[config.mk]
export PLATFORM = sky130hd
export DESIGN_NAME = button_debounce_multi_press_top
export DESIGN_NICKNAME = d
export VERILOG_FILES = /design/src/bdmp_pkg.sv /design/src/bdmp_in_reg.sv /design/src/bdmp_core.sv /design/src/bdmp_out_reg.sv /design/src/button_debounce_multi_press_top.sv
export SDC_FILE = /design/constraint.sdc
export NUM_CORES = 1
export LEC_CHECK = 0
export BUFFER_PORTS_ARGS = -buffer_cell sky130_fd_sc_hd__buf_2
export CELL_PAD_IN_SITES_DETAIL_PLACEMENT = 0
export CELL_PAD_IN_SITES_GLOBAL_PLACEMENT = 2
export CORE_MARGIN = 4
export CORE_UTILIZATION = 41
export DETAILED_ROUTE_END_ITERATION = 12
export MAX_ROUTING_LAYER = met4
export PLACE_DENSITY = 0.92
export SLEW_MARGIN = 20
export SYNTH_ARGS = -nofsm -noshare
export SYNTH_HDL_FRONTEND = slang
export SYNTH_SLANG_ARGS = --single-unit
[constraint.sdc]
create_clock -name aclk -period 6.8 [get_ports aclk]
set_input_delay 0.68 -clock aclk [delete_from_list [all_inputs] [get_ports aclk]]
set_output_delay 0.68 -clock aclk [all_outputs]
set_load 0.02 [all_outputs]
[src/bdmp_pkg.sv]
// Shared types, register indexes and widths for the button debounce block.
// No dependencies.
package bdmp_pkg;

    localparam int unsigned CFG_IDX_W  = 2;
    localparam int unsigned CFG_DATA_W = 16;
    localparam int unsigned S_TDATA_W  = 40;
    localparam int unsigned M_TDATA_W  = 8;

    localparam logic [CFG_IDX_W-1:0] REG_STABLE_THRESHOLD = 2'd0;
    localparam logic [CFG_IDX_W-1:0] REG_PRESS_WINDOW     = 2'd1;
    localparam logic [CFG_IDX_W-1:0] REG_PRESS_TARGET     = 2'd2;

    localparam logic [7:0]  THRESHOLD_RESET = 8'd5;
    localparam logic [15:0] WINDOW_RESET    = 16'd1000;
    localparam logic [3:0]  TARGET_RESET    = 4'd3;
    localparam logic [3:0]  COUNT_MAX       = 4'd15;

    typedef struct packed {
        logic [7:0]  stable_sample_threshold;
        logic [15:0] press_window_ms;
        logic [3:0]  press_count_target;
    } cfg_t;

    typedef struct packed {
        logic [31:0] now_ms;
        logic        button_level;
    } in_item_t;

    typedef struct packed {
        logic [3:0] press_count;
        logic       multi_press_trigger;
        logic       press_seen;
        logic       stable_level;
    } out_item_t;

    // Pipeline control between the stages.
    typedef struct packed {
        logic valid;
        logic advance;
    } stage_ctl_t;

endpackage

[src/bdmp_in_reg.sv]
// Input register stage: captures one sample request from the input channel.
// Depends on bdmp_pkg.
module bdmp_in_reg (
    input  logic                           aclk,
    input  logic                           aresetn,
    input  logic                           load,
    input  logic                           drain,
    input  logic [bdmp_pkg::S_TDATA_W-1:0] s_data,
    output logic                           valid,
    output bdmp_pkg::in_item_t             item
);
    import bdmp_pkg::*;

    logic     valid_reg, valid_next;
    in_item_t item_reg;

    always_comb begin
        valid_next = valid_reg;
        if (load) begin
            valid_next = 1'b1;
        end else if (drain) begin
            valid_next = 1'b0;
        end
    end

    always_ff @(posedge aclk) begin
        if (!aresetn) begin
            valid_reg <= 1'b0;
        end else begin
            valid_reg <= valid_next;
        end
    end

    always_ff @(posedge aclk) begin
        if (load) begin
            item_reg.button_level <= s_data[0];
            item_reg.now_ms       <= s_data[32:1];
        end
    end

    assign valid = valid_reg;
    assign item  = item_reg;

endmodule

[src/bdmp_core.sv]
// Debounce and multi-press state with its combinational update, registered when a sample advances.
// Depends on bdmp_pkg.
module bdmp_core (
    input  logic                 aclk,
    input  logic                 aresetn,
    input  bdmp_pkg::stage_ctl_t ctl,
    input  bdmp_pkg::cfg_t       cfg,
    input  bdmp_pkg::in_item_t   item,
    output bdmp_pkg::out_item_t  result
);
    import bdmp_pkg::*;

    logic        prev_sample_reg, prev_sample_next;
    logic [7:0]  run_count_reg, run_count_next;
    logic        deb_level_reg, deb_level_next;
    logic [3:0]  press_count_reg, press_count_next;
    logic [31:0] last_press_reg, last_press_next;

    logic [7:0]  run_inc;
    logic [31:0] gap_ms;
    logic [3:0]  count_inc;
    logic        pressed;
    logic        trigger;

    always_comb begin
        run_inc          = run_count_reg + 8'd1;
        gap_ms           = item.now_ms - last_press_reg;
        count_inc        = (press_count_reg < COUNT_MAX) ? press_count_reg + 4'd1 : COUNT_MAX;
        prev_sample_next = item.button_level;
        run_count_next   = run_count_reg;
        deb_level_next   = deb_level_reg;
        press_count_next = press_count_reg;
        last_press_next  = last_press_reg;
        pressed          = 1'b0;
        trigger          = 1'b0;

        if (item.button_level != prev_sample_reg) begin
            run_count_next = 8'd0;
        end else if (run_count_reg < cfg.stable_sample_threshold) begin
            run_count_next = run_inc;
            if (run_inc == cfg.stable_sample_threshold &&
                item.button_level != deb_level_reg) begin
                deb_level_next = item.button_level;
                if (!item.button_level) begin
                    pressed         = 1'b1;
                    last_press_next = item.now_ms;
                    // Restart when idle or the gap since the last press is too long.
                    if (press_count_reg == 4'd0 ||
                        gap_ms > {16'd0, cfg.press_window_ms}) begin
                        press_count_next = 4'd1;
                    end else if (count_inc == cfg.press_count_target) begin
                        trigger          = 1'b1;
                        press_count_next = 4'd0;
                    end else begin
                        press_count_next = count_inc;
                    end
                end
            end
        end

        result.stable_level        = deb_level_next;
        result.press_seen          = pressed;
        result.multi_press_trigger = trigger;
        result.press_count         = press_count_next;
    end

    always_ff @(posedge aclk) begin
        if (!aresetn) begin
            prev_sample_reg <= 1'b1;
            run_count_reg   <= 8'd0;
            deb_level_reg   <= 1'b1;
            press_count_reg <= 4'd0;
        end else if (ctl.advance) begin
            prev_sample_reg <= prev_sample_next;
            run_count_reg   <= run_count_next;
            deb_level_reg   <= deb_level_next;
            press_count_reg <= press_count_next;
        end
    end

    // Only read while the count is nonzero, which follows a write.
    always_ff @(posedge aclk) begin
        if (ctl.advance) begin
            last_press_reg <= last_press_next;
        end
    end

endmodule

[src/bdmp_out_reg.sv]
// Result register stage: holds one result request until the sink takes it.
// Depends on bdmp_pkg.
module bdmp_out_reg (
    input  logic                           aclk,
    input  logic                           aresetn,
    input  bdmp_pkg::stage_ctl_t           ctl,
    input  bdmp_pkg::out_item_t            result,
    input  logic                           m_ready,
    output logic                           m_valid,
    output logic [bdmp_pkg::M_TDATA_W-1:0] m_data
);
    import bdmp_pkg::*;

    logic      valid_reg, valid_next;
    out_item_t data_reg;

    always_comb begin
        valid_next = valid_reg;
        if (ctl.advance) begin
            valid_next = 1'b1;
        end else if (m_ready) begin
            valid_next = 1'b0;
        end
    end

    always_ff @(posedge aclk) begin
        if (!aresetn) begin
            valid_reg <= 1'b0;
        end else begin
            valid_reg <= valid_next;
        end
    end

    always_ff @(posedge aclk) begin
        if (ctl.advance) begin
            data_reg <= result;
        end
    end

    assign m_valid = valid_reg;
    assign m_data  = {1'b0, data_reg};

endmodule

[src/button_debounce_multi_press_top.sv]
// Button debounce and multi-press detector, top level.
// Depends on bdmp_pkg, bdmp_in_reg, bdmp_core and bdmp_out_reg.
//
// Each input request is one sample of an active-low button pin plus the
// current millisecond time; each yields exactly one result request with the
// debounced level, a press strobe, a multi-press trigger and the running
// press count. The block takes one request per cycle and keeps that rate
// while results are taken every cycle: a sample moves from the input
// register through the combinational state update into the result register,
// and a stalled result keeps the next sample in the input register. The state
// update (run counter, debounced level, press count, last press time) is a
// single pass of compare/add logic whose longest path is the 32-bit
// wrapping time difference and its compare against the window. Input
// ready depends combinationally on output ready. Configuration writes go
// to cfg_index 0 (stable threshold, 8 bits), 1 (press window in ms,
// 16 bits) and 2 (press target, 4 bits); index 3 is ignored. Write only
// when the block is idle.
module button_debounce_multi_press_top (
    input  logic                            aclk,
    input  logic                            aresetn,
    // Configuration write port
    input  logic                            cfg_we,
    input  logic [bdmp_pkg::CFG_IDX_W-1:0]  cfg_index,
    input  logic [bdmp_pkg::CFG_DATA_W-1:0] cfg_wdata,
    // Input stream
    input  logic                            s_axis_tvalid,
    output logic                            s_axis_tready,
    // tdata: [0] button_level, [32:1] now_ms, [39:33] zero
    input  logic [bdmp_pkg::S_TDATA_W-1:0]  s_axis_tdata,
    // Result stream
    output logic                            m_axis_tvalid,
    input  logic                            m_axis_tready,
    // tdata: [0] stable_level, [1] press_seen, [2] multi_press_trigger,
    //        [6:3] press_count, [7] zero
    output logic [bdmp_pkg::M_TDATA_W-1:0]  m_axis_tdata
);
    import bdmp_pkg::*;

    cfg_t       cfg_reg;
    stage_ctl_t ctl;
    in_item_t   in_item;
    out_item_t  result;
    logic       in_valid;
    logic       in_load;

    // Configuration registers; the user must write them only while idle, the block itself does not enforce this.
    always_ff @(posedge aclk) begin
        if (!aresetn) begin
            cfg_reg.stable_sample_threshold <= THRESHOLD_RESET;
            cfg_reg.press_window_ms         <= WINDOW_RESET;
            cfg_reg.press_count_target      <= TARGET_RESET;
        end else if (cfg_we) begin
            case (cfg_index)
                REG_STABLE_THRESHOLD: cfg_reg.stable_sample_threshold <= cfg_wdata[7:0];
                REG_PRESS_WINDOW:     cfg_reg.press_window_ms         <= cfg_wdata;
                REG_PRESS_TARGET:     cfg_reg.press_count_target      <= cfg_wdata[3:0];
                default: ;
            endcase
        end
    end

    // A sample advances when the result slot is free or being emptied.
    assign ctl.valid     = in_valid;
    assign ctl.advance   = in_valid && (!m_axis_tvalid || m_axis_tready);
    assign s_axis_tready = !in_valid || ctl.advance;
    assign in_load       = s_axis_tvalid && s_axis_tready;

    bdmp_in_reg u_in_reg (
        .aclk    (aclk),
        .aresetn (aresetn),
        .load    (in_load),
        .drain   (ctl.advance),
        .s_data  (s_axis_tdata),
        .valid   (in_valid),
        .item    (in_item)
    );

    bdmp_core u_core (
        .aclk    (aclk),
        .aresetn (aresetn),
        .ctl     (ctl),
        .cfg     (cfg_reg),
        .item    (in_item),
        .result  (result)
    );

    bdmp_out_reg u_out_reg (
        .aclk    (aclk),
        .aresetn (aresetn),
        .ctl     (ctl),
        .result  (result),
        .m_ready (m_axis_tready),
        .m_valid (m_axis_tvalid),
        .m_data  (m_axis_tdata)
    );

endmodule

Yosys cells after proc, flatten, opt, wreduce, memory -nomap -nowiden
Index checks and enable logic that the tools add are counted.
{"block": "classes", "order_cmp": 3, "n_addsub": 3, "n_mux": 18, "bitwise": 4, "n_reduce_logical": 20, "eq_ne": 6}
{"cell": "32-bit by 16-bit greater-than comparator with 1-bit output", "count": 1}
{"cell": "32-bit subtractor", "count": 1}
{"cell": "4-bit two-way mux", "count": 7}
{"cell": "8-bit two-way mux", "count": 2}
{"cell": "1-bit two-way mux", "count": 9}
{"cell": "8-bit by 1-bit adder with 8-bit output, second input constant", "count": 1}
{"cell": "8-bit == test", "count": 1}
{"cell": "8-bit less-than comparator", "count": 1}
{"cell": "2-bit AND reduction", "count": 4}
{"cell": "2-bit nonzero test", "count": 3}
{"cell": "5-bit AND reduction", "count": 1}
{"cell": "5-bit OR reduction", "count": 1}
{"cell": "4-bit by 1-bit adder with 4-bit output, second input constant", "count": 1}
{"cell": "4-bit == test", "count": 1}
{"cell": "4-bit zero test", "count": 1}
{"cell": "4-bit less-than comparator, second input constant", "count": 1}
{"cell": "1-bit NOT", "count": 4}
{"cell": "1-bit logical AND", "count": 3}
{"cell": "1-bit logical OR", "count": 3}
{"cell": "3-bit OR reduction", "count": 1}
{"cell": "2-bit by 1-bit == test with 1-bit output, second input constant", "count": 1}
{"cell": "2-bit == test, second input constant", "count": 1}
{"cell": "1-bit zero test", "count": 2}
{"cell": "2-bit zero test", "count": 1}
{"cell": "1-bit != test", "count": 2}
{"block": "totals", "inputBits": 63, "word_cells": 70, "output_inout_bits": 10, "regBits": 116}

Depth between registers and ports, before layout
{"block": "logic_depth", "ltp_word": 9, "depth_mapped": 22, "ltp_nobuf": 22}

Modules after synthesis
From an unflattened synthesis, not the netlist that was laid out.
{"block": "unflattened", "cells_unflattened": 833, "area_unflattened_um2": 7832.5}
{"module": "bdmp_core", "seq_area_each_um2": 1241.2, "cells_per_inst": 659, "instances": 1, "area_per_inst_um2": 5337.6}
{"module": "button_debounce_multi_press_top", "seq_area_each_um2": 560.5, "cells_per_inst": 126, "instances": 1, "area_per_inst_um2": 1199.9}
{"module": "bdmp_in_reg", "seq_area_each_um2": 1011.0, "cells_per_inst": 36, "instances": 1, "area_per_inst_um2": 1032.2}
{"module": "bdmp_out_reg", "seq_area_each_um2": 230.2, "cells_per_inst": 12, "instances": 1, "area_per_inst_um2": 262.8}

Worst setup path after synthesis
No wires, ideal clock.
{"block": "synth_path", "kind": "reg-to-reg", "startpoint": "register u_in_reg.item_reg (netlist bit u_in_reg.item[1])", "endpoint": "register u_out_reg.data_reg (netlist bit u_out_reg.m_data[3]), data pin", "setup_time_ns": 0.273, "path_buffers": 0, "setup_slack_ns": 2.516, "stages_incl_launch_ff": 19, "synth_period_minus_slack_ns": 4.284, "required_ns": 6.527, "arrival_ns": 4.011, "cell_sequence": "edfxtp_1 > inv_1 > ha_1 > fa_1 > nand2b_1 > a21o_1 > a211oi_2 > or2_2 > a21oi_1 > xnor2_1 > ha_1 > nand4_1 > or4_1 > o31a_1 > a2111oi_1 > nand4b_1 > nor4_2 > and3_1 > a31oi_1"}
{"item": "start: declaration", "line": "bdmp_in_reg.sv:15", "rtl": "in_item_t item_reg;"}
{"item": "end signal: assignment", "line": "bdmp_out_reg.sv:36", "rtl": "data_reg <= result;"}
{"item": "end: declaration", "line": "bdmp_out_reg.sv:15", "rtl": "out_item_t data_reg;"}

==> report_table.html <==
<table>
<tr><th>Metric</th><th>Value</th></tr>
<tr><th colspan="2">Routing</th></tr>
<tr><td>1st-pass router iterations</td><td>4</td></tr>
<tr><td>Drt via density</td><td>5.25</td></tr>
<tr><td># DRC</td><td>0</td></tr>
<tr><td>ANT nets after route</td><td>0</td></tr>
<tr><td>Via count of the routed design</td><td>5,556</td></tr>
<tr><td>Routed Wire Length</td><td>16.3 mm</td></tr>
<tr><td>WL per Instance</td><td>15.4 µm</td></tr>
<tr><td>Number of DRC violations after detailed-routing iteration 0</td><td>256</td></tr>
<tr><th colspan="2">Final layout</th></tr>
<tr><td>Post-layout instance count excluding filler cells</td><td>1,058</td></tr>
<tr><td>Highest-count cells in the layout ignoring fill and taps</td><td>sky130_fd_sc_hd__nand2_1, sky130_fd_sc_hd__inv_1, sky130_fd_sc_hd__edfxtp_1</td></tr>
<tr><td>Fill count</td><td>1,620</td></tr>
<tr><td>Antenna diode count</td><td>0</td></tr>
<tr><td>Flip-flop count of the largest register, all copies and words added</td><td>33</td></tr>
<tr><td>Design area</td><td>0.00826 mm²</td></tr>
<tr><td>Final net count</td><td>942</td></tr>
<tr><td>Multi-input gate area</td><td>0.00374 mm²</td></tr>
<tr><td>Utilization after layout</td><td>47.9%</td></tr>
<tr><td>Area taken by flip-flops and latches</td><td>0.00304 mm²</td></tr>
<tr><td>Synthesis-to-finish area growth</td><td>15.0%</td></tr>
<tr><td>Leading cell type in the layout, fill and taps excluded</td><td>sky130_fd_sc_hd__nand2_1</td></tr>
<tr><td>Ratio of cells with drive above 1 in the final layout</td><td>15.8%</td></tr>
<tr><th colspan="2">Timing</th></tr>
<tr><td>Finish-stage setup viols</td><td>0</td></tr>
<tr><td>Final Max Slew Viols</td><td>0</td></tr>
<tr><td>Period utilisation layout</td><td>73.3%</td></tr>
<tr><td>Final hold violation count</td><td>0</td></tr>
<tr><td>Relative slew slack</td><td>51.5%</td></tr>
<tr><td>Total negative slack for setup checks</td><td>0 ps</td></tr>
<tr><td>RSZ-0062 raised after global routing</td><td>no</td></tr>
<tr><td>Worst-Margin Slew</td><td>728 ps</td></tr>
<tr><td>Upper clock frequency limit</td><td>0.201 GHz</td></tr>
<tr><td>Post-Route Skew</td><td>11.3 ps</td></tr>
<tr><td>Time the final worst path needs with I/O delays and setup</td><td>4980 ps</td></tr>
<tr><th colspan="2">Pwr</th></tr>
<tr><td>Power per Cell Area</td><td>225 mW/mm²</td></tr>
<tr><td>Largest vdd supply drop</td><td>0.172 mV</td></tr>
<tr><td>Post-route total power</td><td>1860 µW</td></tr>
<tr><td>Leakage component of the power</td><td>0.00334 µW</td></tr>
<tr><th colspan="2">Yosys</th></tr>
<tr><td>Number of enable-type register cells in the synthesized netlist</td><td>72</td></tr>
<tr><td>Adder-cell share of the synthesized area</td><td>10.4%</td></tr>
<tr><td>Instance count of the mapped netlist</td><td>758</td></tr>
<tr><td>Largest family of logic cells by synthesized area</td><td>compound AO/OA/AOI/OAI gates</td></tr>
<tr><td>Xor-xnor portion of the synthesized cell area</td><td>4.75%</td></tr>
<tr><td>Register bit count reported by yosys</td><td>116</td></tr>
<tr><td>Post-synthesis compound-gate area fraction</td><td>18.6%</td></tr>
<tr><td>Area share of the leading cell type in the synthesized netlist</td><td>30.1%</td></tr>
<tr><td>Simple-gate share of the synthesized area</td><td>16.9%</td></tr>
<tr><td>Number of warnings issued by yosys</td><td>0</td></tr>
<tr><td>Cell type contributing the most total cell area after synthesis</td><td>sky130_fd_sc_hd__edfxtp_1</td></tr>
<tr><td>Synthesized area divided by synthesized cell count</td><td>9.48 µm²</td></tr>
<tr><td>Cell area after synthesis</td><td>0.00719 mm²</td></tr>
<tr><td>Mux cell area share after synthesis</td><td>1.43%</td></tr>
<tr><td>Number of nets in the synthesized netlist</td><td>880</td></tr>
<tr><td>Asr flop ratio synth</td><td>0%</td></tr>
<tr><td>Fraction of the yosys area taken by sequential cells</td><td>42.3%</td></tr>
<tr><td>Top post-synthesis cells by area</td><td>sky130_fd_sc_hd__edfxtp_1, sky130_fd_sc_hd__dfxtp_1, sky130_fd_sc_hd__ha_1</td></tr>
<tr><td>Main synth FF type</td><td>sky130_fd_sc_hd__edfxtp_1</td></tr>
<tr><td>Count of different cell masters after synthesis</td><td>71</td></tr>
<tr><th colspan="2">Status</th></tr>
<tr><td>Result of the run</td><td>completed</td></tr>
<tr><th colspan="2">Global routing</th></tr>
<tr><td>M1 GR Usage</td><td>22.6%</td></tr>
<tr><td>Met3 usage in global routing</td><td>3.41%</td></tr>
<tr><td>Maximum number of pins on one net before global-route repair</td><td>47</td></tr>
<tr><td>Antenna violations before repair</td><td>0</td></tr>
<tr><td>Global router's overall resource usage</td><td>17.7%</td></tr>
<tr><td>Met2 capacity usage during global routing</td><td>28.5%</td></tr>
<tr><td>Busiest metal layer after global routing</td><td>met2</td></tr>
<tr><td>Vias in the first global route</td><td>5,629</td></tr>
<tr><td>Grt ovf</td><td>0</td></tr>
<tr><td>First-pass GRT wire length</td><td>27.6 mm</td></tr>
<tr><th colspan="2">Clocking</th></tr>
<tr><td>Number of setup buffers added after CTS</td><td>0</td></tr>
<tr><td>Worst-skew pair later-pin latency</td><td>420 ps</td></tr>
<tr><td>CTS Root Cell</td><td>sky130_fd_sc_hd__clkbuf_16</td></tr>
<tr><td>CTS tree</td><td>built</td></tr>
<tr><td>Cts bufs inserted</td><td>17</td></tr>
<tr><td>Clock Sink Count</td><td>116</td></tr>
<tr><td>CTS HTree Levels</td><td>4</td></tr>
<tr><td>Bufs on Longest Clock Path</td><td>2</td></tr>
<tr><td>Number of cells upsized or downsized after cts</td><td>0</td></tr>
<tr><td>Hold buffers post-CTS</td><td>0</td></tr>
<tr><td>Clock-pin slew on the worst setup and hold paths</td><td>60 ps</td></tr>
<tr><th colspan="2">Floorplanning</th></tr>
<tr><td>Count of standard-cell rows</td><td>48</td></tr>
<tr><td>Die span in x</td><td>140 µm</td></tr>
<tr><td>Starting density of the core</td><td>41.7%</td></tr>
<tr><td>I/O Pins</td><td>73</td></tr>
<tr><td>Floorplan die height</td><td>140 µm</td></tr>
<tr><td>Core box area</td><td>0.0172 mm²</td></tr>
<tr><td>Die area</td><td>0.0197 mm²</td></tr>
<tr><th colspan="2">Critical path</th></tr>
<tr><td>Kind of start point of the critical path</td><td>register</td></tr>
<tr><td>Crit end category</td><td>register</td></tr>
<tr><td>Critical path start-end classification</td><td>reg -&gt; reg</td></tr>
<tr><td>Worst endpoint data arrival time</td><td>5120 ps</td></tr>
<tr><td>CP Data Required Time</td><td>6940 ps</td></tr>
<tr><td>Largest driver fanout on the critical path</td><td>4</td></tr>
<tr><th colspan="2">Place</th></tr>
<tr><td>Final weighted congestion in routability-driven placement</td><td>0.868</td></tr>
<tr><td>Number of buffer cells added on primary ports</td><td>64</td></tr>
<tr><td>Instance area after placement</td><td>0.00769 mm²</td></tr>
<tr><td>Placed instance count</td><td>1,026</td></tr>
<tr><td>Sum of net half-perimeters after detailed placement</td><td>12.5 mm</td></tr>
<tr><th colspan="2">Worst hold path</th></tr>
<tr><td>Min-delay worst type</td><td>in -&gt; reg</td></tr>
<tr><th colspan="2">Flow run</th></tr>
<tr><td>Number of max-cap violations</td><td>0</td></tr>
</table>
==> logic make-up (layout without fill, tap and decap cells) <==
kind of cell,count (synthesis),count (layout)
AOI/OAI and AO/OA,194,194
xor gates and xnor gates,39,39
adders and majority gates,59,59
buffers and inverters,97,172
DFF,116,116
muxes,10,10
other,1,1
and+or+nand+nor,242,242
==> worst paths after layout <==
kind / from / to / slack (ps) / cells past startpoint
min: s_axis_tdata[4] / u_in_reg.item[4] / 430 / 1
min reg2reg: u_in_reg.item[22] / u_core.last_press_reg[21] / 460 / 0
max: u_in_reg.item[1] / u_out_reg.m_data[3] / 1820 / 18
max reg2reg: u_in_reg.item[1] / u_out_reg.m_data[3] / 1820 / 18
==> report_power, final <==
group,internal [µW],total [µW],switching (µW)
combinational,84.8,216,131
sequential,771,783,12.1
clock,551,860,309
==> layout make-up <==
type	count	area share, %
clock inverters	8	0.863
multi-input cells	545	45.3
flip-flops and latches	116	36.8
well taps	225	3.41
clock buffers	24	6.09
repair buffers	68	4.24
inverters	72	3.27
==> critical path, stage by stage (launching register included) <==
cell and delay (ps):
sky130_fd_sc_hd__edfxtp_1 350, sky130_fd_sc_hd__inv_1 50, sky130_fd_sc_hd__ha_1 220, sky130_fd_sc_hd__fa_1 400
sky130_fd_sc_hd__nand2b_1 210, sky130_fd_sc_hd__a21o_1 190, sky130_fd_sc_hd__a211oi_2 230, sky130_fd_sc_hd__or2_2 210
sky130_fd_sc_hd__a21oi_1 100, sky130_fd_sc_hd__xnor2_1 150, sky130_fd_sc_hd__ha_1 300, sky130_fd_sc_hd__nand4_1 150
sky130_fd_sc_hd__or4_1 560, sky130_fd_sc_hd__o31a_1 300, sky130_fd_sc_hd__a2111oi_1 390, sky130_fd_sc_hd__nand4b_1 160
sky130_fd_sc_hd__nor4_2 360, sky130_fd_sc_hd__and3_1 270, sky130_fd_sc_hd__a31oi_1 100
==> synth_stat cells (all sizes together) (3+ instances only) <==
cell	number
xnor2	17
nor2b	20
buf	13
o211ai	13
edfxtp	72
and3	5
a21boi	11
o311ai	4
a21o	6
nor3b	5
nand2	88
a31oi	8
o22ai	3
or2	3
o31ai	3
nand2b	10
nand3	14
mux2i	8
and2	8
or3	3
xor2	22
dfxtp	44
clkbuf	12
nand4	17
nand4b	3
a211oi	8
a2111oi	3
o21ai	41
nor2	40
ha	58
nor3	13
o21a	11
inv	72
nand3b	3
a21oi	68
nor4	7
==> through the flow <==
stage          setup WS, ps  hold slack [ps]
2_1_floorplan          2520              426
3_3_place_gp           2030              436
3_5_place_dp           1860              448
4_1_cts                1830              412
5_1_grt                1490              410
6_report               1820              432
==> per-layer routing <==
| layer | up-vias | wire (µm) |
|---|---|---|
| met4 | 0 | 234 |
| met2 | 88 | 7800 |
| li1 | 2845 | - |
| met5 | - | 0 |
| met1 | 2605 | 7720 |
| met3 | 18 | 585 |
Power figures use the tool's default switching activity.
